File: config.mk
export PLATFORM = sky130hd
export DESIGN_NAME = rmq_queue
export DESIGN_NICKNAME = d
export VERILOG_FILES = /design/src/rtl/rmq_pkg.sv /design/src/rtl/rmq_queue.sv
export VERILOG_INCLUDE_DIRS = /design/src /design/src/rtl
export SDC_FILE = /design/constraint.sdc
export NUM_CORES = 1
export LEC_CHECK = 0
export BUFFER_PORTS_ARGS = -buffer_cell sky130_fd_sc_hd__buf_2
export CAP_MARGIN = 20
export CORE_MARGIN = 2
export CORE_UTILIZATION = 60
export CTS_CLUSTER_SIZE = 24
export DETAILED_ROUTE_END_ITERATION = 8
export GPL_TIMING_DRIVEN = 0
export MAX_ROUTING_LAYER = met4
export PLACE_DENSITY = 0.82
export SLEW_MARGIN = 30
export SYNTH_ARGS = -nofsm -noshare
export SYNTH_HDL_FRONTEND = slang
export SYNTH_SLANG_ARGS = --single-unit
File: constraint.sdc
create_clock -name i_clk -period 7.28 [get_ports i_clk]
set_input_delay 0.364 -clock i_clk [delete_from_list [all_inputs] [get_ports i_clk]]
set_output_delay 0.364 -clock i_clk [all_outputs]
set_load 0.02 [all_outputs]
File: src/rtl/rotation_matrix_to_quaternion_macros.svh
// ----------------------------------------------------------------------------
// Rotation matrix to quaternion: assertion macros
// Concurrent assertion forms used by the queue RTL file.
// ----------------------------------------------------------------------------
`ifndef ROTATION_MATRIX_TO_QUATERNION_MACROS_SVH
`define ROTATION_MATRIX_TO_QUATERNION_MACROS_SVH

// Checks a property on every rising clock edge outside of reset.
`define RMQ_ASSERT(label, clk, rst_n, prop, msg) \
    label: assert property (@(posedge clk) disable iff (!rst_n) (prop)) else $error(msg);

// Checks that a condition implies another in the next cycle.
`define RMQ_ASSERT_NEXT(label, clk, rst_n, cond, nxt, msg) \
    label: assert property (@(posedge clk) disable iff (!rst_n) (cond) |=> (nxt)) \
        else $error(msg);

`endif

File: src/rtl/rmq_pkg.sv
// ----------------------------------------------------------------------------
// Rotation matrix to quaternion package
// Types and fixed constants shared by the front end, queue and back end.
// ----------------------------------------------------------------------------
package rmq_pkg;

    // Magnitude width of one unnormalized quaternion component.
    localparam int MAG_W = 31;
    localparam int LANES = 4;

    // Leading component chosen by the front end.
    typedef logic [1:0] t_cls;
    localparam t_cls CLS_W = 2'd0;
    localparam t_cls CLS_X = 2'd1;
    localparam t_cls CLS_Y = 2'd2;
    localparam t_cls CLS_Z = 2'd3;

    // One classified item: signs and magnitudes of (w, x, y, z).
    typedef struct packed {
        logic [LANES-1:0]            neg;
        logic [LANES-1:0][MAG_W-1:0] mag;
    } t_item;

    // Queue status seen by the other parts.
    typedef struct packed {
        logic empty;
        logic almost_full;
    } t_q_stat;

endpackage

File: src/rtl/rmq_queue.sv
// ----------------------------------------------------------------------------
// Rotation matrix to quaternion: item queue
// Short first-in first-out buffer between the front end and the back end.
// ----------------------------------------------------------------------------
`include "rotation_matrix_to_quaternion_macros.svh"

module rmq_queue (
    input  logic              i_clk,
    input  logic              i_rst_n,
    input  logic              i_push,
    input  rmq_pkg::t_item    i_item,
    input  logic              i_pop,
    output rmq_pkg::t_item    o_item,
    output rmq_pkg::t_q_stat  o_stat
);
    import rmq_pkg::*;

    localparam int DEPTH = 4;
    localparam int PW    = $clog2(DEPTH);

    t_item         r_mem [0:DEPTH-1];
    logic [PW-1:0] r_wptr;
    logic [PW-1:0] r_rptr;
    logic [PW:0]   r_cnt;
    logic [PW:0]   n_cnt;

    // Occupancy follows the push and pop transfers.
    always_comb begin
        n_cnt = r_cnt;
        if (i_push && !i_pop) begin
            n_cnt = r_cnt + 1'b1;
        end else if (!i_push && i_pop) begin
            n_cnt = r_cnt - 1'b1;
        end
    end

    always_ff @(posedge i_clk) begin
        if (!i_rst_n) begin
            r_wptr <= '0;
            r_rptr <= '0;
            r_cnt  <= '0;
        end else begin
            r_cnt <= n_cnt;
            if (i_push) begin
                r_wptr <= r_wptr + 1'b1;
            end
            if (i_pop) begin
                r_rptr <= r_rptr + 1'b1;
            end
        end
        if (i_push) begin
            r_mem[r_wptr] <= i_item;
        end
    end

    // Two entries stay free for the items inside the front end.
    assign o_item             = r_mem[r_rptr];
    assign o_stat.empty       = (r_cnt == '0);
    assign o_stat.almost_full = (r_cnt >= (PW+1)'(DEPTH - 2));

    `RMQ_ASSERT(a_no_overflow, i_clk, i_rst_n, !(i_push && !i_pop && r_cnt == (PW+1)'(DEPTH)), "queue overflow")
    `RMQ_ASSERT(a_no_underflow, i_clk, i_rst_n, !(i_pop && r_cnt == '0), "queue underflow")
    `RMQ_ASSERT_NEXT(a_cnt_push, i_clk, i_rst_n, i_push && !i_pop, r_cnt == $past(r_cnt) + 1'b1, "count did not grow on push")

endmodule

## Yosys cells after proc, flatten, opt, wreduce, memory -nomap -nowiden

Memories as Yosys holds them, arrays and structs flattened. A register that Yosys moved wholly into a read port is not among the register bits.
Index checks and enable logic that the tools add are counted.

| storage, ports and cells | value |
|---|---|
| latch bits | 0 |
| flip-flop bits (word level) | 7 |
| RAM bits | 512 |
| output and inout port bits | 130 |
| memory bits (read-only) | 0 |
| input port bits | 132 |
| memories kept | 1 |

Memories:

| memory | depth | width | read ports | clocked after Yosys merged registers in | write ports | RTL line | RTL |
|---|---|---|---|---|---|---|---|
| r_mem | 4 | 128 | 1 | 1 | 1 | rmq_queue.sv:21 | `t_item r_mem [0:DEPTH-1];` |

| cells by class | value |
|---|---|
| shift operators | 0 |
| muxes and demuxes | 6 |
| $add $sub $neg | 4 |
| divide/modulo/power cells | 0 |
| eq/ne operators | 0 |
| bitwise logic cells | 0 |
| multiply operators | 0 |
| order comparisons | 1 |
| reduce and logical (&&, ||, !) cells | 6 |

Operators by type and width:

| kind | count |
|---|---|
| 3-bit two-way mux | 2 |
| 2-bit by 1-bit adder with 2-bit output (second input constant) | 2 |
| 2-bit two-way mux | 2 |
| 3-bit by 1-bit adder with 3-bit output (second input constant) | 1 |
| 3-bit by 2-bit >= comparator with 1-bit output (second input constant) | 1 |
| 3-bit logical NOT | 1 |
| 3-bit by 1-bit subtractor with 3-bit output (second input constant) | 1 |
| 1-bit logical AND | 2 |
| 1-bit logical NOT | 2 |
| 1-bit two-way mux | 2 |
| 2-bit nonzero test | 1 |

## Logic depth before layout (Yosys ltp)

Gate-level depths: netlist of the first run.

| logic depth | value |
|---|---|
| depth in word-level cells | 4 |
| mapped depth | 7 |
| mapped depth without buffers | 7 |

## Worst setup path after synthesis of the first run

Ideal clock, no wire load.

| timing path | value |
|---|---|
| path type | register to register |
| start | register r_wptr[0] |
| end | memory r_mem[0][0] (netlist bit) (enable) |
| library setup time | 502 ps |
| cell stages (with the launch flop) | 4 |
| clock period less this slack | 3980 ps |
| setup slack | 3300 ps |
| arrival | 3479 ps |
| cell sequence | dfxtp_1 -> inv_1 -> ha_1 -> and2_1 |

RTL lines:

| element | RTL line | RTL |
|---|---|---|
| start: declaration | rmq_queue.sv:22 | `logic [PW-1:0] r_wptr;` |
| start signal: assignment | rmq_queue.sv:45 | `r_wptr <= r_wptr + 1'b1;` |
| end: declaration | rmq_queue.sv:21 |  |

No word-level cell before the write port.

==> impl_metrics.yaml, run 1 <==
sta:
  portion_of_the_clock_cycle_consumed_by_the_worst_path_in_the_final_layout_pct: 40.3
  fmaxAchievable_ghz: 0.341
  timing_worst_slew_pin_value_ns: 0.923
  unrepaired_setup_endpoints_after_global_routing: "false"
  hold_viol_final: 0
  finalMaxSlewViolations: 0
  fin_skew_ns: 0.0182
  setup_tns_ns: 0
  headroom_to_the_max_slew_limit_pct: 38.5
  post-route-worst-setup-slack_ns: 4.35
  setup_violations_final: 0
  post-route-min-period_ns: 2.93
grt:
  grt_pass1_vias: 8973
  grtUsageMet2_pct: 35.6
  gr-usage-met1_pct: 28.8
  busiest_layer: "met2"
  gr-usage-met3_pct: 5.31
  wire_length_of_the_first_global_routing_pass_mm: 52.6
  grt_overflow_total: 0
  grt_antenna_before_repair: 9
  global_router_s_overall_resource_usage_pct: 22.0
  grt_start_max_net_pins: 43
clock_tree:
  tritoncts: "done"
  cts_setup_buffers: 0
  ctsRootBufferMaster: "sky130_fd_sc_hd__clkbuf_16"
  cts_max_path_buffers: 3
  clk_latency_ns: 0.54
  clock_sinks: 521
  worst_setup_hold_path_clk_slew_ns: 0.06
  cts-resized-gates: 0
  cts_hold_fix_bufs: 0
  cts_htree_levels: 2
  cts_made_buffers: 50
critical_path:
  setup.worst_path.class: "flip-flop to primary output"
  required_worst_endpoint_ns: 6.92
  worstSetupEndpointType: "primary output"
  r2r_endpoint: "r_mem[3][95]$_DFFE_PP_"
  critPathArrivalTime_ns: 2.57
  startpoint_type: "flip-flop"
  crit-reg2reg-launch: "r_wptr[0]$_SDFFE_PN0P_"
  worstPathMaxFanout: 10
  flop2flop_setup_slack_ns: 5.35
  r2r_cells: 4
placed_design:
  gpl.final_weighted_congestion: 0.737
  pre_cts_ws_ns: 4.84
  place.port_buffers: 261
  half_perimeter_wire_length_after_placement_mm: 21.6
power:
  leakagePower_uw: 0.00771
  worst_ir_drop_vdd_mv: 0.434
  power_per_cell_area_mw_per_mm2: 295
floorplanning:
  io_pins: 262
  core_mm2: 0.0314
  die_height_um: 182
  die-area_mm2: 0.0331
  placement_rows: 65
  floorplan.initialDensity_pct: 60.6
  die-width_um: 182
synth:
  synth_sequential_area_ratio_pct: 81.8
  netlist_instances: 711
  synth_seq_cells: 521
  syn-cell-area_mm2: 0.0190
  synth_simple_gate_area_share_pct: 0.467
  synthesis.area_per_instance_um2: 26.7
  post_synthesis_xor_xnor_area_fraction_pct: 0.230
  number_of_warnings_reported_in_the_yosys_synthesis_log: 0
  muxShareOfSynthArea_pct: 15.3
  post_synth_fa_ha_maj_area_fraction_pct: 0.434
  number_of_nets_in_the_synthesized_netlist: 849
  main_combinational_cell_family_by_area_after_synthesis: "multiplexers"
  netlist-cell-type-count: 21
  synth_compound_gate_area_share_pct: 0.0658
cells_and_area:
  number_of_nets_in_the_final_layout: 1174
  layout-area-overhead-vs-synth_pct: 19.5
  drive_gt1_share_pct: 46.3
hold_path:
  worstHoldEndpoint: "r_mem[0][75]$_DFFE_PP_"
  min-delay-path-class: "input pin to flip-flop"
  min_delay_path_depth: 1
  worstHoldStart: "i_item[75]"
route:
  drc_violation_count_after_routing: 0
  wl_per_cell_um: 24.0
  route.vias.total: 8558
  first_iter_violations: 662
  detail-route-antenna-nets: 0
  totalWireLength_mm: 35.6
  dr.pass1.iters: 5
  vias_per_cell: 5.77
job:
  max_cap_violations: 0
status:
  status: "complete, no violations"
[how the worst max path moves through the flow]
| stage | startpoint | to | slack, ns | cells past startpoint |
|---|---|---|---|---|
| 2_1_floorplan | r_wptr[0]$_SDFFE_PN0P_ | r_mem[0][0]$_DFFE_PP_ | 3.30 | 3 |
| 3_3_place_gp | r_wptr[0]$_SDFFE_PN0P_ | r_mem[3][87]$_DFFE_PP_ | 1.10 | 2 |
| 3_5_place_dp | flip-flop | o_item[84] | 4.84 | 4 |
| 4_1_cts | flip-flop | o_item[84] | 4.26 | 4 |
| 5_1_grt | flip-flop | o_item[85] | 4.24 | 4 |
| 6_report | flip-flop | o_item[80] | 4.35 | 4 |
[metrics by stage]
step                      power [uW]  instances  hold WS (ns)  area [um^2]  utilization [%]
after global routing            6930       1484        0.0137        22700             72.4
final                           6710       1484        0.0309        22700             72.4
after detailed placement        4310       1386         0.492        21100             67.3
after CTS                       6770       1475       0.00733        22700             72.3
after floorplan                 4030        711         0.459        19000                -
after global placement          4290       1374         0.474        20800             66.3
[power by group]
group,switching (uW),total [uW],internal (uW)
clock network,1010,2470,1460
registers,34.8,3480,3450
logic,442,762,320
[sequential cells by signal, indices dropped and copies added, names as in the netlist, named ones only]
name and count:
r_rptr 2, r_cnt 3, r_wptr 2, r_mem 512
[cell type report]
cell class | instances | area [um^2]
Multi-Input combinational cell | 158 | 3140
Inverter | 4 | 15.0
Clock inverter | 23 | 231
Antenna cell | 9 | 22.5
Sequential cell | 521 | 15600
Buffer | 28 | 314
Fill cell | 1763 | 8680
Clock buffer | 66 | 1330
Tap cell | 402 | 503
Timing Repair Buffer | 273 | 1600
[synthesized netlist by cell type, drive strengths merged]
cell type  number  area share (%)
edfxtp        512              81
ha              5            0.33
nor2            1           0.020
and2            9            0.30
inv             4           0.079
clkbuf          1           0.020
buf            27             1.6
or3             1           0.033
mux2i           2            0.11
mux4          128              15
nand2           1           0.020
nor2b           2           0.066
fa              1            0.11
xnor2           2           0.092
xor2            3            0.14
dfxtp           9            0.95
o21ai           1           0.026
a21boi          1           0.039
or2             1           0.033
[worst max-delay path: stages, from the launching register on]
cell,delay (ns)
sky130_fd_sc_hd__dfxtp_1,0.33
sky130_fd_sc_hd__clkbuf_1,0.70
sky130_fd_sc_hd__buf_2,0.44
sky130_fd_sc_hd__mux4_2,0.37
sky130_fd_sc_hd__buf_2,0.18
[routing by layer]
layer	wire, um	share of wire, %	vias up
li1	-	-	3745
met1	14300	40	4471
met2	18200	51	285
met3	2430	6.8	57
met4	651	1.8	0
met5	0	0	-
[layout by cell type, fill, tap and decap left out, types with 3 or more instances in the layout]
| master | instances |
|---|---|
| sky130_fd_sc_hd__and2_1 | 5 |
| sky130_fd_sc_hd__and2_4 | 4 |
| sky130_fd_sc_hd__buf_12 | 15 |
| sky130_fd_sc_hd__buf_16 | 7 |
| sky130_fd_sc_hd__buf_2 | 274 |
| sky130_fd_sc_hd__buf_6 | 4 |
| sky130_fd_sc_hd__bufinv_16 | 5 |
| sky130_fd_sc_hd__clkbuf_1 | 16 |
| sky130_fd_sc_hd__clkbuf_16 | 51 |
| sky130_fd_sc_hd__clkinv_1 | 10 |
| sky130_fd_sc_hd__clkinv_2 | 7 |
| sky130_fd_sc_hd__dfxtp_1 | 9 |
| sky130_fd_sc_hd__diode_2 | 9 |
| sky130_fd_sc_hd__edfxtp_1 | 512 |
| sky130_fd_sc_hd__ha_1 | 5 |
| sky130_fd_sc_hd__inv_1 | 4 |
| sky130_fd_sc_hd__mux4_2 | 128 |
| sky130_fd_sc_hd__xor2_1 | 3 |
[cell families (layout without fill, tap and decap cells)]
group | after synthesis | count (layout)
buffers and inverters | 32 | 394
AOI/OAI and AO/OA | 2 | 2
muxes | 130 | 130
DFF | 521 | 521
adders and majority gates | 6 | 6
other | 0 | 9
xor gates and xnor gates | 5 | 5
and+or+nand+nor | 15 | 15
Power figures use the tool's default switching activity.
==> inputs of run 2 (changes only) <==
- CORE_UTILIZATION: 60 -> 57
- PLACE_DENSITY: 0.82 -> 0.78
- clock period: 7.28 -> 2.88 ns (I/O delays scaled with it)
==> impl_metrics.yaml, run 2 (synthesized netlist as in run 1, its figures left out) <==
status:
  status: "complete, no violations"
sta:
  portion_of_the_clock_cycle_consumed_by_the_worst_path_in_the_final_layout_pct: 91.7
  hold_viol_final: 0
  post-route-min-period_ns: 2.64
  setup_violations_final: 0
  unrepaired_setup_endpoints_after_global_routing: "false"
  post-route-worst-setup-slack_ns: 0.240
  fin_skew_ns: 0.0153
  finalMaxSlewViolations: 0
  setup_tns_ns: 0
  fmaxAchievable_ghz: 0.379
  timing_worst_slew_pin_value_ns: 0.813
  headroom_to_the_max_slew_limit_pct: 45.8
grt:
  grt_overflow_total: 0
  grt_pass1_vias: 9991
  global_router_s_overall_resource_usage_pct: 22.4
  wire_length_of_the_first_global_routing_pass_mm: 57.5
  grt_start_max_net_pins: 40
  grt_antenna_before_repair: 3
placed_design:
  gpl.final_weighted_congestion: 0.708
  pre_cts_ws_ns: 0.772
  placedInstanceArea_mm2: 0.0212
  half_perimeter_wire_length_after_placement_mm: 21.7
  place.port_buffers: 261
floorplanning:
  floorplan.initialDensity_pct: 58.1
  io_pins: 262
  placement_rows: 66
  die-area_mm2: 0.0348
  core_mm2: 0.0327
  die_height_um: 187
  die-width_um: 187
clock_tree:
  cts_setup_buffers: 0
  clock_sinks: 521
  tritoncts: "done"
  ctsRootBufferMaster: "sky130_fd_sc_hd__clkbuf_16"
  cts_made_buffers: 51
  cts-resized-gates: 0
  worst_setup_hold_path_clk_slew_ns: 0.06
  cts_max_path_buffers: 3
  clk_latency_ns: 0.55
  cts_htree_levels: 2
critical_path:
  worstSetupEndpointType: "primary output"
  startpoint_type: "flip-flop"
  flop2flop_setup_slack_ns: 0.94
  crit-reg2reg-launch: "r_wptr[0]$_SDFFE_PN0P_"
  worstPathMaxFanout: 10
  setup.worst_path.class: "flip-flop to primary output"
  required_worst_endpoint_ns: 2.74
  critPathArrivalTime_ns: 2.50
route:
  route.vias.total: 9132
  totalWireLength_mm: 37.2
  vias_per_cell: 5.52
  first_iter_violations: 518
  dr.pass1.iters: 5
  detail-route-antenna-nets: 0
  wl_per_cell_um: 22.5
  drc_violation_count_after_routing: 0
power:
  worst_ir_drop_vdd_mv: 0.490
  total_power_uw: 17000
  power_per_cell_area_mw_per_mm2: 708
  leakagePower_uw: 0.00825
job:
  max_cap_violations: 0
hold_path:
  worstHoldStart: "i_item[40]"
  min-delay-path-class: "input pin to flip-flop"
cells_and_area:
  number_of_nets_in_the_final_layout: 1306
  final_cell_area_mm2: 0.0240
  layout-area-overhead-vs-synth_pct: 26.4
  top_regs: "r_mem: 512 flops, r_cnt: 3 flops"
  regMostFlops: "r_mem"
  most-common-layout-cells: "sky130_fd_sc_hd__edfxtp_1 (512), sky130_fd_sc_hd__buf_2 (274), sky130_fd_sc_hd__dlygate4sd3_1 (131)"
  largest_reg_flops: 512
  final_core_utilization_pct: 73.5
  drive_gt1_share_pct: 41.2
  final_common_cell: "sky130_fd_sc_hd__edfxtp_1"
==> run 2: worst paths after layout <==
check / end / cells after the start
worst min register to register: r_cnt[2]$_SDFFE_PN0P_ / 2
worst max register to register: r_mem[2][78]$_DFFE_PP_ / 5
worst min-delay path: r_mem[1][40]$_DFFE_PP_ / 2
worst max-delay path: o_item[46] / 4
==> run 2: final cells by class <==
type	count	area, um^2
clock buffers	69	1370
repair buffers	404	2900
clock inverters	25	189
flip-flops and latches	521	15600
multi-input cells	158	3140
well taps	442	553
fillers	1846	8670
plain buffers	28	314
inverters	4	15.0
diodes	3	7.51
==> run 2: power by group <==
group	total [uW]	switching, uW	internal (uW)
registers	8800	86.0	8710
logic	2070	1150	922
clock network	6150	2640	3510
total	17000	3880	13100
==> run 2: layer usage <==
layer / track usage [%] / share of wire (%) / vias to the layer above
li1: - / - / 4003
met3: 3.65 / 4.8 / 71
met4: 6.75 / 2.4 / 0
met1: 28.0 / 39 / 4776
met5: - / 0 / -
met2: 38.2 / 54 / 282
==> run 2: metrics by stage <==
step | hold WS, ns | instances
2_1_floorplan | 0.243 | 711
3_3_place_gp | 0.355 | 1414
3_5_place_dp | 0.361 | 1426
4_1_cts | 0.319 | 1651
5_1_grt | 0.331 | 1654
6_report | 0.337 | 1654
==> run 2: critical path, stage by stage (launching register included) <==
cell and delay [ns]:
sky130_fd_sc_hd__dfxtp_1 0.33, sky130_fd_sc_hd__clkbuf_1 0.62, sky130_fd_sc_hd__buf_2 0.43, sky130_fd_sc_hd__mux4_2 0.39
sky130_fd_sc_hd__buf_2 0.18
==> run 2: repair_timing <==
action,CTS,global route
endpoints found under the hold margin,521,0
endpoints found under the setup margin,0,0
hold buffers,131,0
