[src/rtl/rotation_matrix_to_quaternion_macros.svh]
// ----------------------------------------------------------------------------
// Rotation matrix to quaternion: assertion macros
// Concurrent assertion forms used by the queue RTL file.
// ----------------------------------------------------------------------------
`ifndef ROTATION_MATRIX_TO_QUATERNION_MACROS_SVH
`define ROTATION_MATRIX_TO_QUATERNION_MACROS_SVH

// Checks a property on every rising clock edge outside of reset.
`define RMQ_ASSERT(label, clk, rst_n, prop, msg) \
    label: assert property (@(posedge clk) disable iff (!rst_n) (prop)) else $error(msg);

// Checks that a condition implies another in the next cycle.
`define RMQ_ASSERT_NEXT(label, clk, rst_n, cond, nxt, msg) \
    label: assert property (@(posedge clk) disable iff (!rst_n) (cond) |=> (nxt)) \
        else $error(msg);

`endif

[src/rtl/rmq_pkg.sv]
// ----------------------------------------------------------------------------
// Rotation matrix to quaternion package
// Types and fixed constants shared by the front end, queue and back end.
// ----------------------------------------------------------------------------
package rmq_pkg;

    // Magnitude width of one unnormalized quaternion component.
    localparam int MAG_W = 31;
    localparam int LANES = 4;

    // Leading component chosen by the front end.
    typedef logic [1:0] t_cls;
    localparam t_cls CLS_W = 2'd0;
    localparam t_cls CLS_X = 2'd1;
    localparam t_cls CLS_Y = 2'd2;
    localparam t_cls CLS_Z = 2'd3;

    // One classified item: signs and magnitudes of (w, x, y, z).
    typedef struct packed {
        logic [LANES-1:0]            neg;
        logic [LANES-1:0][MAG_W-1:0] mag;
    } t_item;

    // Queue status seen by the other parts.
    typedef struct packed {
        logic empty;
        logic almost_full;
    } t_q_stat;

endpackage

[src/rtl/rmq_front.sv]
// ----------------------------------------------------------------------------
// Rotation matrix to quaternion: front end
// Classifies a matrix by trace and diagonal, then forms the integer vector.
// ----------------------------------------------------------------------------
module rmq_front #(
    parameter int FRAC_BITS = 14
) (
    input  logic               i_clk,
    input  logic               i_rst_n,
    input  logic               i_take,
    input  logic signed [15:0] i_m00,
    input  logic signed [15:0] i_m01,
    input  logic signed [15:0] i_m02,
    input  logic signed [15:0] i_m10,
    input  logic signed [15:0] i_m11,
    input  logic signed [15:0] i_m12,
    input  logic signed [15:0] i_m20,
    input  logic signed [15:0] i_m21,
    input  logic signed [15:0] i_m22,
    output logic               o_push,
    output rmq_pkg::t_item     o_item
);
    import rmq_pkg::*;

    localparam int VW = 33;

    logic signed [15:0] r_m [0:8];
    t_cls               r_cls;
    logic               r_v1;
    t_item              r_item;
    logic               r_v2;

    logic signed [17:0] trace;
    t_cls               n_cls;
    logic signed [VW-1:0] e [0:8];
    logic signed [VW-1:0] one;
    logic signed [VW-1:0] rad;
    logic signed [VW-1:0] v [0:3];
    t_item              n_item;

    // Classification: trace sign, then largest diagonal with lower index on ties.
    always_comb begin
        trace = 18'(i_m00) + 18'(i_m11) + 18'(i_m22);
        if (trace > 18'sd0) begin
            n_cls = CLS_W;
        end else if (i_m22 > ((i_m11 > i_m00) ? i_m11 : i_m00)) begin
            n_cls = CLS_Z;
        end else if (i_m11 > i_m00) begin
            n_cls = CLS_Y;
        end else begin
            n_cls = CLS_X;
        end
    end

    always_ff @(posedge i_clk) begin
        if (!i_rst_n) begin
            r_v1 <= 1'b0;
        end else begin
            r_v1 <= i_take;
        end
        if (i_take) begin
            r_m[0] <= i_m00; r_m[1] <= i_m01; r_m[2] <= i_m02;
            r_m[3] <= i_m10; r_m[4] <= i_m11; r_m[5] <= i_m12;
            r_m[6] <= i_m20; r_m[7] <= i_m21; r_m[8] <= i_m22;
            r_cls  <= n_cls;
        end
    end

    // Unnormalized vector: radicand on the leading component, sums and
    // differences of off-diagonal pairs elsewhere.
    always_comb begin
        for (int i = 0; i < 9; i++) begin
            e[i] = VW'(r_m[i]);
        end
        one = {{(VW-1){1'b0}}, 1'b1} << FRAC_BITS;
        rad = '0;
        for (int i = 0; i < 4; i++) begin
            v[i] = '0;
        end
        case (r_cls)
            CLS_W: begin
                rad  = e[0] + e[4] + e[8] + one;
                v[1] = e[7] - e[5];
                v[2] = e[2] - e[6];
                v[3] = e[3] - e[1];
            end
            CLS_X: begin
                rad  = e[0] - e[4] - e[8] + one;
                v[0] = e[7] - e[5];
                v[2] = e[3] + e[1];
                v[3] = e[6] + e[2];
            end
            CLS_Y: begin
                rad  = e[4] - e[8] - e[0] + one;
                v[0] = e[2] - e[6];
                v[3] = e[7] + e[5];
                v[1] = e[1] + e[3];
            end
            default: begin
                rad  = e[8] - e[0] - e[4] + one;
                v[0] = e[3] - e[1];
                v[1] = e[2] + e[6];
                v[2] = e[5] + e[7];
            end
        endcase
        // A radicand at or below zero is held at one LSB.
        if (rad <= 0) begin
            rad = {{(VW-1){1'b0}}, 1'b1};
        end
        case (r_cls)
            CLS_W:   v[0] = rad;
            CLS_X:   v[1] = rad;
            CLS_Y:   v[2] = rad;
            default: v[3] = rad;
        endcase
        for (int i = 0; i < 4; i++) begin
            n_item.neg[i] = v[i][VW-1];
            n_item.mag[i] = v[i][VW-1] ? MAG_W'(-v[i]) : MAG_W'(v[i]);
        end
    end

    always_ff @(posedge i_clk) begin
        if (!i_rst_n) begin
            r_v2 <= 1'b0;
        end else begin
            r_v2 <= r_v1;
        end
        if (r_v1) begin
            r_item <= n_item;
        end
    end

    assign o_push = r_v2;
    assign o_item = r_item;

endmodule

[config.mk]
export PLATFORM = sky130hd
export DESIGN_NAME = rmq_front
export DESIGN_NICKNAME = d
export VERILOG_FILES = /design/src/rtl/rotation_matrix_to_quaternion_macros.svh /design/src/rtl/rmq_pkg.sv /design/src/rtl/rmq_front.sv
export SDC_FILE = /design/constraint.sdc
export NUM_CORES = 1
export LEC_CHECK = 0
export ABC_AREA = 0
export BUFFER_PORTS_ARGS = -buffer_cell sky130_fd_sc_hd__clkbuf_2
export CELL_PAD_IN_SITES_DETAIL_PLACEMENT = 0
export CELL_PAD_IN_SITES_GLOBAL_PLACEMENT = 1
export CORE_MARGIN = 3
export CORE_UTILIZATION = 40
export CTS_BUF_LIST = sky130_fd_sc_hd__clkbuf_4
export DETAILED_ROUTE_END_ITERATION = 12
export GPL_ROUTABILITY_DRIVEN = 0
export PLACE_DENSITY_LB_ADDON = 0.1
export SYNTH_ARGS = -nofsm -noshare
export SYNTH_HDL_FRONTEND = slang
export SYNTH_SLANG_ARGS = --single-unit
[constraint.sdc]
create_clock -name i_clk -period 6.25 [get_ports i_clk]
set_input_delay 0.3125 -clock i_clk [delete_from_list [all_inputs] [get_ports i_clk]]
set_output_delay 0.3125 -clock i_clk [all_outputs]
set_load 0.005 [all_outputs]
# ---- Yosys cells after proc, flatten, opt, wreduce, memory -nomap -nowiden
# Memory sizes are Yosys's and may differ from the RTL's.
# Cells that the tools add are included.
# Widths: inputs -> output; s select.
dict set report word_totals {
  ff_bits 132
  ramBits 144
  in_bits 147
  out_inout_bits 129
  wordCells 60
  n_memories 1
}
# name depth word_bits rd rd_clocked_by_memory_dff write_ports line
set mem_list {}
lappend mem_list {r_m 9 16 9 0 9 rmq_front.sv:27} ;# logic signed [15:0] r_m [0:8];
dict set report classes {
  add_sub_neg 24
  n_lt_le_gt_ge 4
  n_eq_ne 2
  mux 19
  reduce_logical 2
}
# cell count
set ops {}
lappend ops {{$pmux 33 s2} 4}
lappend ops {{$mux 33} 5}
lappend ops {{$mux 31} 4}
lappend ops {{$neg 31->31} 4}
lappend ops {{$sub 16x16->17} 6}
lappend ops {{$pmux 33 s3} 1}
lappend ops {{$add 16x16->17} 5}
lappend ops {{$add 18x16->19 const B} 4}
lappend ops {{$sub 17x16->18} 3}
lappend ops {{$add 17x16->18} 2}
lappend ops {{$le 33x1->1 const B} 1}
lappend ops {{$gt 16x16->1} 2}
lappend ops {{$gt 18x1->1 const B} 1}
lappend ops {{$mux 16} 1}
lappend ops {{$mux 2} 2}
lappend ops {{$reduce_or 3->1} 1}
lappend ops {{$eq 2x1->1 const B} 1}
lappend ops {{$eq 2x2->1 const B} 1}
lappend ops {{$logic_not 2->1} 1}
lappend ops {{$mux 1} 2}

# ---- Longest topological paths before layout
# Gate-level depths: netlist of run 1.
# An unclocked memory read counts as a cell.
dict set report depth {
  word_depth 10
  ltp_mapped 28
  depth_no_buf 27
}

# ---- Worst setup path before layout of run 1
# No wires, ideal clock.
dict set report synth_timing {
  path_kind {register to register}
  start {memory r_m[8][2] (netlist: r_m[0][130])}
  end {register r_item, in the netlist o_item[45] (data pin)}
  setup_ns 0.265
  arrival_ns 5.389
  required_time_ns 5.985
  setup_slack_ns 0.596
  stages_incl_launch_ff 27
  n_path_buf 1
  path_cell_list {edfxtp_1 -> inv_1 -> fa_1 -> inv_1 -> ha_1 -> ha_1 -> inv_1 -> fa_1 -> nor2b_1 -> o211ai_1 -> a311o_1 -> a311oi_1 -> o2bb2ai_1 -> nor4_4 -> nand4_1 -> or4b_1 -> buf_6 -> o21ai_4 -> nor2_4 -> a21oi_1 -> inv_1 -> ha_1 -> a21boi_0 -> and3_1 -> nor2b_1 -> a21oi_1 -> xor2_1}
}
# item line
set synth_rtl {}
lappend synth_rtl {{start: declaration} rmq_front.sv:27}
lappend synth_rtl {{end signal: assignment} rmq_front.sv:129} ;# r_item <= n_item;
lappend synth_rtl {{end: declaration} rmq_front.sv:30} ;# t_item r_item;

==> summary.txt, run 1 <==
Run status
  • Status: completed

Route
  • Drt wl/cell: 21.5 microns
  • Via count: 21.4k
  • Via/cell ratio: 5.54
  • First-pass iteration count of the detailed router: 8
  • Final ANT Viol Nets: 0
  • # DRC: 0
  • Post-Route WL: ~83000 microns
  • First DRT Iteration DRCs: 1274

Synthesis
  • Synth Cell Area: 0.0248 sq mm
  • Synth top area share: 0.332
  • Main flop type after synthesis: edfxtp_1
  • Top cells by count, synth: ha_1 (281), edfxtp_1 (274), inv_1 (270), nor2_1 (169), a21oi_1 (163)
  • Post-synth EDFFs: 274
  • Yosys Warn Count: 0
  • #FFs+latches synth: 276
  • Largest cells by area after synthesis: edfxtp_1 (33%), ha_1 (14%), fa_1 (7.8%)
  • Post-synth ARST share: 0
  • Area leader, netlist: edfxtp_1
  • Count leader, synth: ha_1
  • Netlist cell types: 104
  • Register area share after synthesis: 0.334
  • Synth Area per Inst: 9.88 sq um
  • Gate count of the mapped netlist: 2506

Timing
  • Final slew viol count: 0
  • Fin crit period: 5.97 ns
  • Fin. Hold Viols: 0
  • WHS: 0.188 ns
  • Setup Viol. Count Final: 0
  • Fmax: 167 MHz
  • Measured slew at the worst slew-check pin: 1.21 ns
  • Rel. slew slack: 0.186
  • Final Skew: between 0.05 and 0.06 ns
  • Final period utilization: 0.956

Setup path
  • Crit. End Element: flip-flop
  • Req. time, crit path: 6.83 ns
  • CP arrival: 6.55 ns
  • Critical path class: reg2reg
  • Worst Path Max Fanout: 4
  • CP startpoint kind: flip-flop
  • Worst R2R Path Depth: 23

Clock tree
  • Clk slew on worst S/H paths: approximately 0.07 ns
  • H-tree depth: 3
  • TritonCTS Buffers: 76
  • Insertion delay of the later-clocked pin in the worst-skew pair: 0.85 ns
  • Clock buffer depth: 3
  • Root Buffer: clkbuf_4
  • CTS tree: done
  • Clock sink count: 276

Floorplan
  • Initial Util: 0.407
  • Die Y-Extent: roughly 250 microns
  • Ports: about 280
  • Die X: around 250 microns
  • Core Area: roughly 0.061 sq mm
  • Total die area: 0.0649 sq mm
  • # rows: 90

Global route
  • Vias in the first global route: 21.8k
  • Largest net degree at the start of global routing: 81
  • Global-route usage over all layers: 0.254
  • Total gr overflow: 0
  • Initial antenna violation count: 1
  • First-pass GRT wire length: 125000 microns

Placed design
  • Dpl cells: 3578
  • Port-buffer cells: roughly 280
  • DPL Wire Length: 66000 microns

Pwr
  • Power per standard cell area: 355 mW/mm^2
  • Leakage power: 0.0131 uW
  • Peak VDD IR: 0.182 mV

Layout
  • Share of layout cells above drive strength 1: 0.178
  • Area Overhead vs Synth: 21.0%
  • Nets: 3554
  • Fin util: 0.493
  • Layout Cells excl Fill: 3867

Run
  • Max cap viols: 0

Hold path
  • Min-delay worst type: in2reg
  • Worst hold path stage count: 2
stage by stage:
step | worst slack, ns | power (uW) | TNS (ns) | cell area [sq um]
final | 0.276 | 10600 | 0 | 30000
after global routing | -0.00607 | 11300 | -0.00607 | 30000
after CTS | 0.00278 | 10500 | 0 | 29700
after detailed placement | 0.0257 | 8690 | 0 | 27300
after global placement | 0.164 | 8650 | 0 | 27300
after floorplan | 0.596 | 6520 | 0 | 25000
metal layers:
| layer | global-route usage | share of wire | routed length, microns | up-vias |
|---|---|---|---|---|
| met5 | 0 | 0 | 0 | - |
| met4 | 0.153 | 0.063 | 5210 | 0 |
| met3 | 0.0349 | 0.050 | 4190 | 221 |
| met2 | 0.457 | 0.50 | 41800 | 753 |
| met1 | 0.287 | 0.38 | 32000 | 10287 |
| li1 | - | - | - | 10177 |
cells in the final DEF, fill, tap and decap left out, types with 96 or more instances in the layout:
| cell | count |
|---|---|
| ha_1 | 276 |
| clkbuf_2 | 274 |
| edfxtp_1 | 274 |
| inv_1 | 267 |
| nor2_1 | 168 |
| a21oi_1 | 160 |
| dlygate4sd3_1 | 146 |
| o21ai_0 | 121 |
| nand2_1 | 115 |
| clkbuf_4 | 105 |
| fa_1 | 96 |
layout make-up:
| class | instances | area (sq um) |
|---|---|---|
| diodes | 2 | 5.00 |
| clock buffers | 105 | 788 |
| clock inverters | 26 | 176 |
| fillers | 5704 | 30900 |
| inverters | 272 | 1020 |
| multi-input cells | 1921 | 15400 |
| flip-flops and latches | 276 | 8270 |
| well taps | 782 | 978 |
| repair buffers | 483 | 3310 |
power by group:
part           internal [uW]  leakage [uW]  total [uW]  switching [uW]
Combinational           2390       0.00994        6380            4000
Sequential              2430       0.00263        2590             159
Clock                    864      0.000573        1660             797
kinds of logic after synthesis:
family,share of synthesized area
compound gates,0.202
xor+xnor,0.0531
fa+ha+maj,0.220
buf+inv,0.0583
flops,0.334
mux,0.0148
other cells,0.000151
simple gates,0.118
state kept, by name, indices dropped and copies added, names as in the netlist:
register  cells
r_m         144
o_item      128
r_cls         2
o_push        1
r_v1          1
worst max-delay path: stages, from the launching register on:
cell and delay [ns]:
edfxtp_1 0.45, inv_1 0.15, fa_1 0.43, inv_1 0.17, ha_1 0.26, ha_1 0.35, o21ai_1 0.29, o21ai_0 0.23
a32o_1 0.37, a21oi_1 0.19, xnor2_1 0.12, a221oi_1 0.35, a22oi_1 0.18, or4_4 0.59, o21ai_4 0.18, nor2_4 0.09
a21oi_4 0.16, inv_1 0.06, ha_1 0.22, a21boi_0 0.16, and3_1 0.24, nor2b_1 0.19, a21oi_1 0.20, xor2_1 0.08
final timing paths:
path / start / endpoint / slack (ns)
max: r_m[0][68]$_DFFE_PP_ / o_item[45]$_DFFE_PP_ / 0.28
min: i_m02[0] / r_m[0][32]$_DFFE_PP_ / 0.19
max reg2reg: r_m[0][68]$_DFFE_PP_ / o_item[45]$_DFFE_PP_ / 0.28
min reg2reg: r_v1$_SDFF_PN0_ / o_item[8]$_DFFE_PP_ / 0.84
repair_timing:
item | 4_1_cts | 5_1_grt
endpoints found under the hold margin | 156 | 0
hold buffers | 146 | 0
setup buffers | 0 | 10
setup endpoints to repair | 0 | 30
gates resized for setup | 0 | 34
Note: power is estimated with default switching activity, not from simulation.
==> inputs of run 2 (changes only) <==
--- a/config.mk
+++ b/config.mk
@@ -15,6 +15,7 @@
 export DETAILED_ROUTE_END_ITERATION = 12
 export GPL_ROUTABILITY_DRIVEN = 0
 export PLACE_DENSITY_LB_ADDON = 0.1
+export SETUP_SLACK_MARGIN = 0.4
 export SYNTH_ARGS = -nofsm -noshare
 export SYNTH_HDL_FRONTEND = slang
 export SYNTH_SLANG_ARGS = --single-unit
==> run 2 against run 1 <==
  * Power rose by 2.2%
  * Clock power barely moved
  * Sequential share of layout area fell by 0.47 points
  * First-iteration DRC count fell by 5.7%
  * Largest cell class unchanged
  * Largest power group unchanged
==> summary.txt, run 2 (synthesis gave the netlist of run 1 again) <==
Timing
  • Setup TNS: 0 ns
  • RSZ-0062 raised after global routing: yes
  • Fmax: 175 MHz
  • Final Skew: 0.0548 ns
  • Fin crit period: 5.71 ns
  • Fin. Hold Viols: 0
  • Measured slew at the worst slew-check pin: 1.19 ns
  • Setup Viol. Count Final: 0
  • Final slew viol count: 0
  • Final period utilization: 0.913
  • Rel. slew slack: 0.199

Clock tree
  • TritonCTS Buffers: 76
  • Clk slew on worst S/H paths: 0.07 ns
  • CTS tree: done
  • Root Buffer: clkbuf_4
  • Insertion delay of the later-clocked pin in the worst-skew pair: 0.83 ns
  • H-tree depth: 3
  • Clock buffer depth: 3
  • Clock sink count: 276

Setup path
  • Crit. End Element: flip-flop
  • Worst Path Max Fanout: 4
  • CP arrival: between 6 and 7 ns
  • Worst Setup EP: o_item[74]$_DFFE_PP_
  • Critical path class: reg2reg
  • Peak per-stage delay on the critical path: 0.59 ns
  • Req. time, crit path: 6.80 ns
  • CP startpoint kind: flip-flop
  • Worst R2R Path Depth: 25
  • FF-to-FF End: o_item[74]$_DFFE_PP_
  • CP Launch Point: r_m[0][2]$_DFFE_PP_
  • Slowest-stage cell, CP: or4_4
  • Worst reg-to-reg setup slack: 0.54 ns
  • Reg2reg start: r_m[0][2]$_DFFE_PP_

Pwr
  • Power per standard cell area: approximately 360 mW/mm^2
  • Peak VDD IR: between 0.15 and 0.2 mV
  • Total Power: 10900 uW
  • Leakage power: 0.0133 uW

Route
  • Drt wl/cell: about 21 microns
  • Via count: 21.6k
  • Via/cell ratio: 5.54
  • First-pass iteration count of the detailed router: 7
  • Final ANT Viol Nets: 0
  • # DRC: 0
  • First DRT Iteration DRCs: between 1k and 1.5k
  • Post-Route WL: approximately 84000 microns

Floorplan
  • Die Y-Extent: between 200 and 300 microns
  • Total die area: 0.0649 sq mm
  • Initial Util: 0.407
  • # rows: 90
  • Ports: about 280
  • Die X: 255 microns
  • Core Area: 0.0608 sq mm

Placed design
  • DPL Wire Length: 66000 microns
  • Port-buffer cells: ~280
  • DP Area: 0.0273 sq mm

Layout
  • Most frequent cells in the layout: clkbuf_2 (274), edfxtp_1 (274), ha_1 (270), inv_1 (261), nor2_1 (166)
  • Register area: 0.00827 sq mm
  • Nets: 3585
  • Area Overhead vs Synth: 23.0%
  • Biggest register: r_m
  • Share of layout cells above drive strength 1: 0.201
  • Max reg flops: between 100 and 150
  • Number of filler cells placed in the layout: roughly 5.7k
  • Final Cell Area: ~0.030 sq mm
  • Area of the multi-input gates: 0.0157 sq mm

Global route
  • Vias in the first global route: 22.0k
  • Total gr overflow: 0
  • Largest net degree at the start of global routing: 81
  • Global-route usage over all layers: 0.255
  • Initial antenna violation count: 1
  • First-pass GRT wire length: 125000 microns

Run
  • Max cap viols: 0

Run status
  • Status: completed

Hold path
  • Min-delay worst type: in2reg
run 2: changes by cell type in the layout (fill, tap and decap cells not counted), sizes merged:
cell	before	now
diode	2	1
buf	63	94
run 2: worst max-delay path: cells and delay by family (launching register included):
kind / cells / cell delay, ns
buffers and inverters: 4 / 0.43
flip-flops: 1 / 0.45
XOR/XNOR: 1 / 0.11
adder cells (fa/ha/maj): 5 / 1.62
AND/OR/NAND/NOR: 8 / 1.29
AO/OA/AOI/OAI: 7 / 1.52
run 2: routing by layer:
layer	share of wire	GRT usage
met1	0.38	0.286
met5	0	0
met4	0.066	0.162
met3	0.049	0.0354
met2	0.50	0.456
run 2: power breakdown:
part	switching [uW]	total (uW)	internal [uW]
sequential	155	2590	2430
clock	792	1660	864
combinational	4110	6630	2520
total	5060	10900	5810
run 2: what timing repair did:
action	CTS	global route
setup endpoints to repair	27	41
gates cloned	0	0
resized for setup	37	65
pin swaps	15	35
hold buffers	146	0
buffers inserted	13	28
hold endpoints to repair	156	0
run 2: worst min path at each step:
stage / startpoint / endpoint / slack, ns / cells past startpoint
finish: i_m02[0] / r_m[0][32]$_DFFE_PP_ / 0.21 / 2
global placement: i_m21[5] / r_m[0][117]$_DFFE_PP_ / 0.49 / 1
floorplan: i_m00[0] / r_m[0][0]$_DFFE_PP_ / 0.41 / 0
detailed placement: i_m12[14] / r_m[0][94]$_DFFE_PP_ / 0.49 / 1
CTS: i_m21[15] / r_m[0][127]$_DFFE_PP_ / 0.12 / 2
global route: i_m01[5] / r_m[0][21]$_DFFE_PP_ / 0.14 / 2
run 2: stage by stage:
stage                     utilization  hold slack (ns)  setup WS, ns  cells
after CTS                       0.493            0.125         0.407   3868
after floorplan                     -            0.411         0.596   2557
final                           0.501            0.210         0.541   3897
after global routing            0.501            0.145         0.265   3897
after detailed placement        0.449            0.491        0.0257   3578
after global placement          0.449            0.492         0.164   3578
run 2: area by class of cell:
class	instances	area share
diodes	1	0.0000821
clock buffers	105	0.0259
clock inverters	26	0.00579
inverters	272	0.0335
multi-input cells	1921	0.515
flip-flops and latches	276	0.271
well taps	782	0.0321
repair buffers	514	0.116
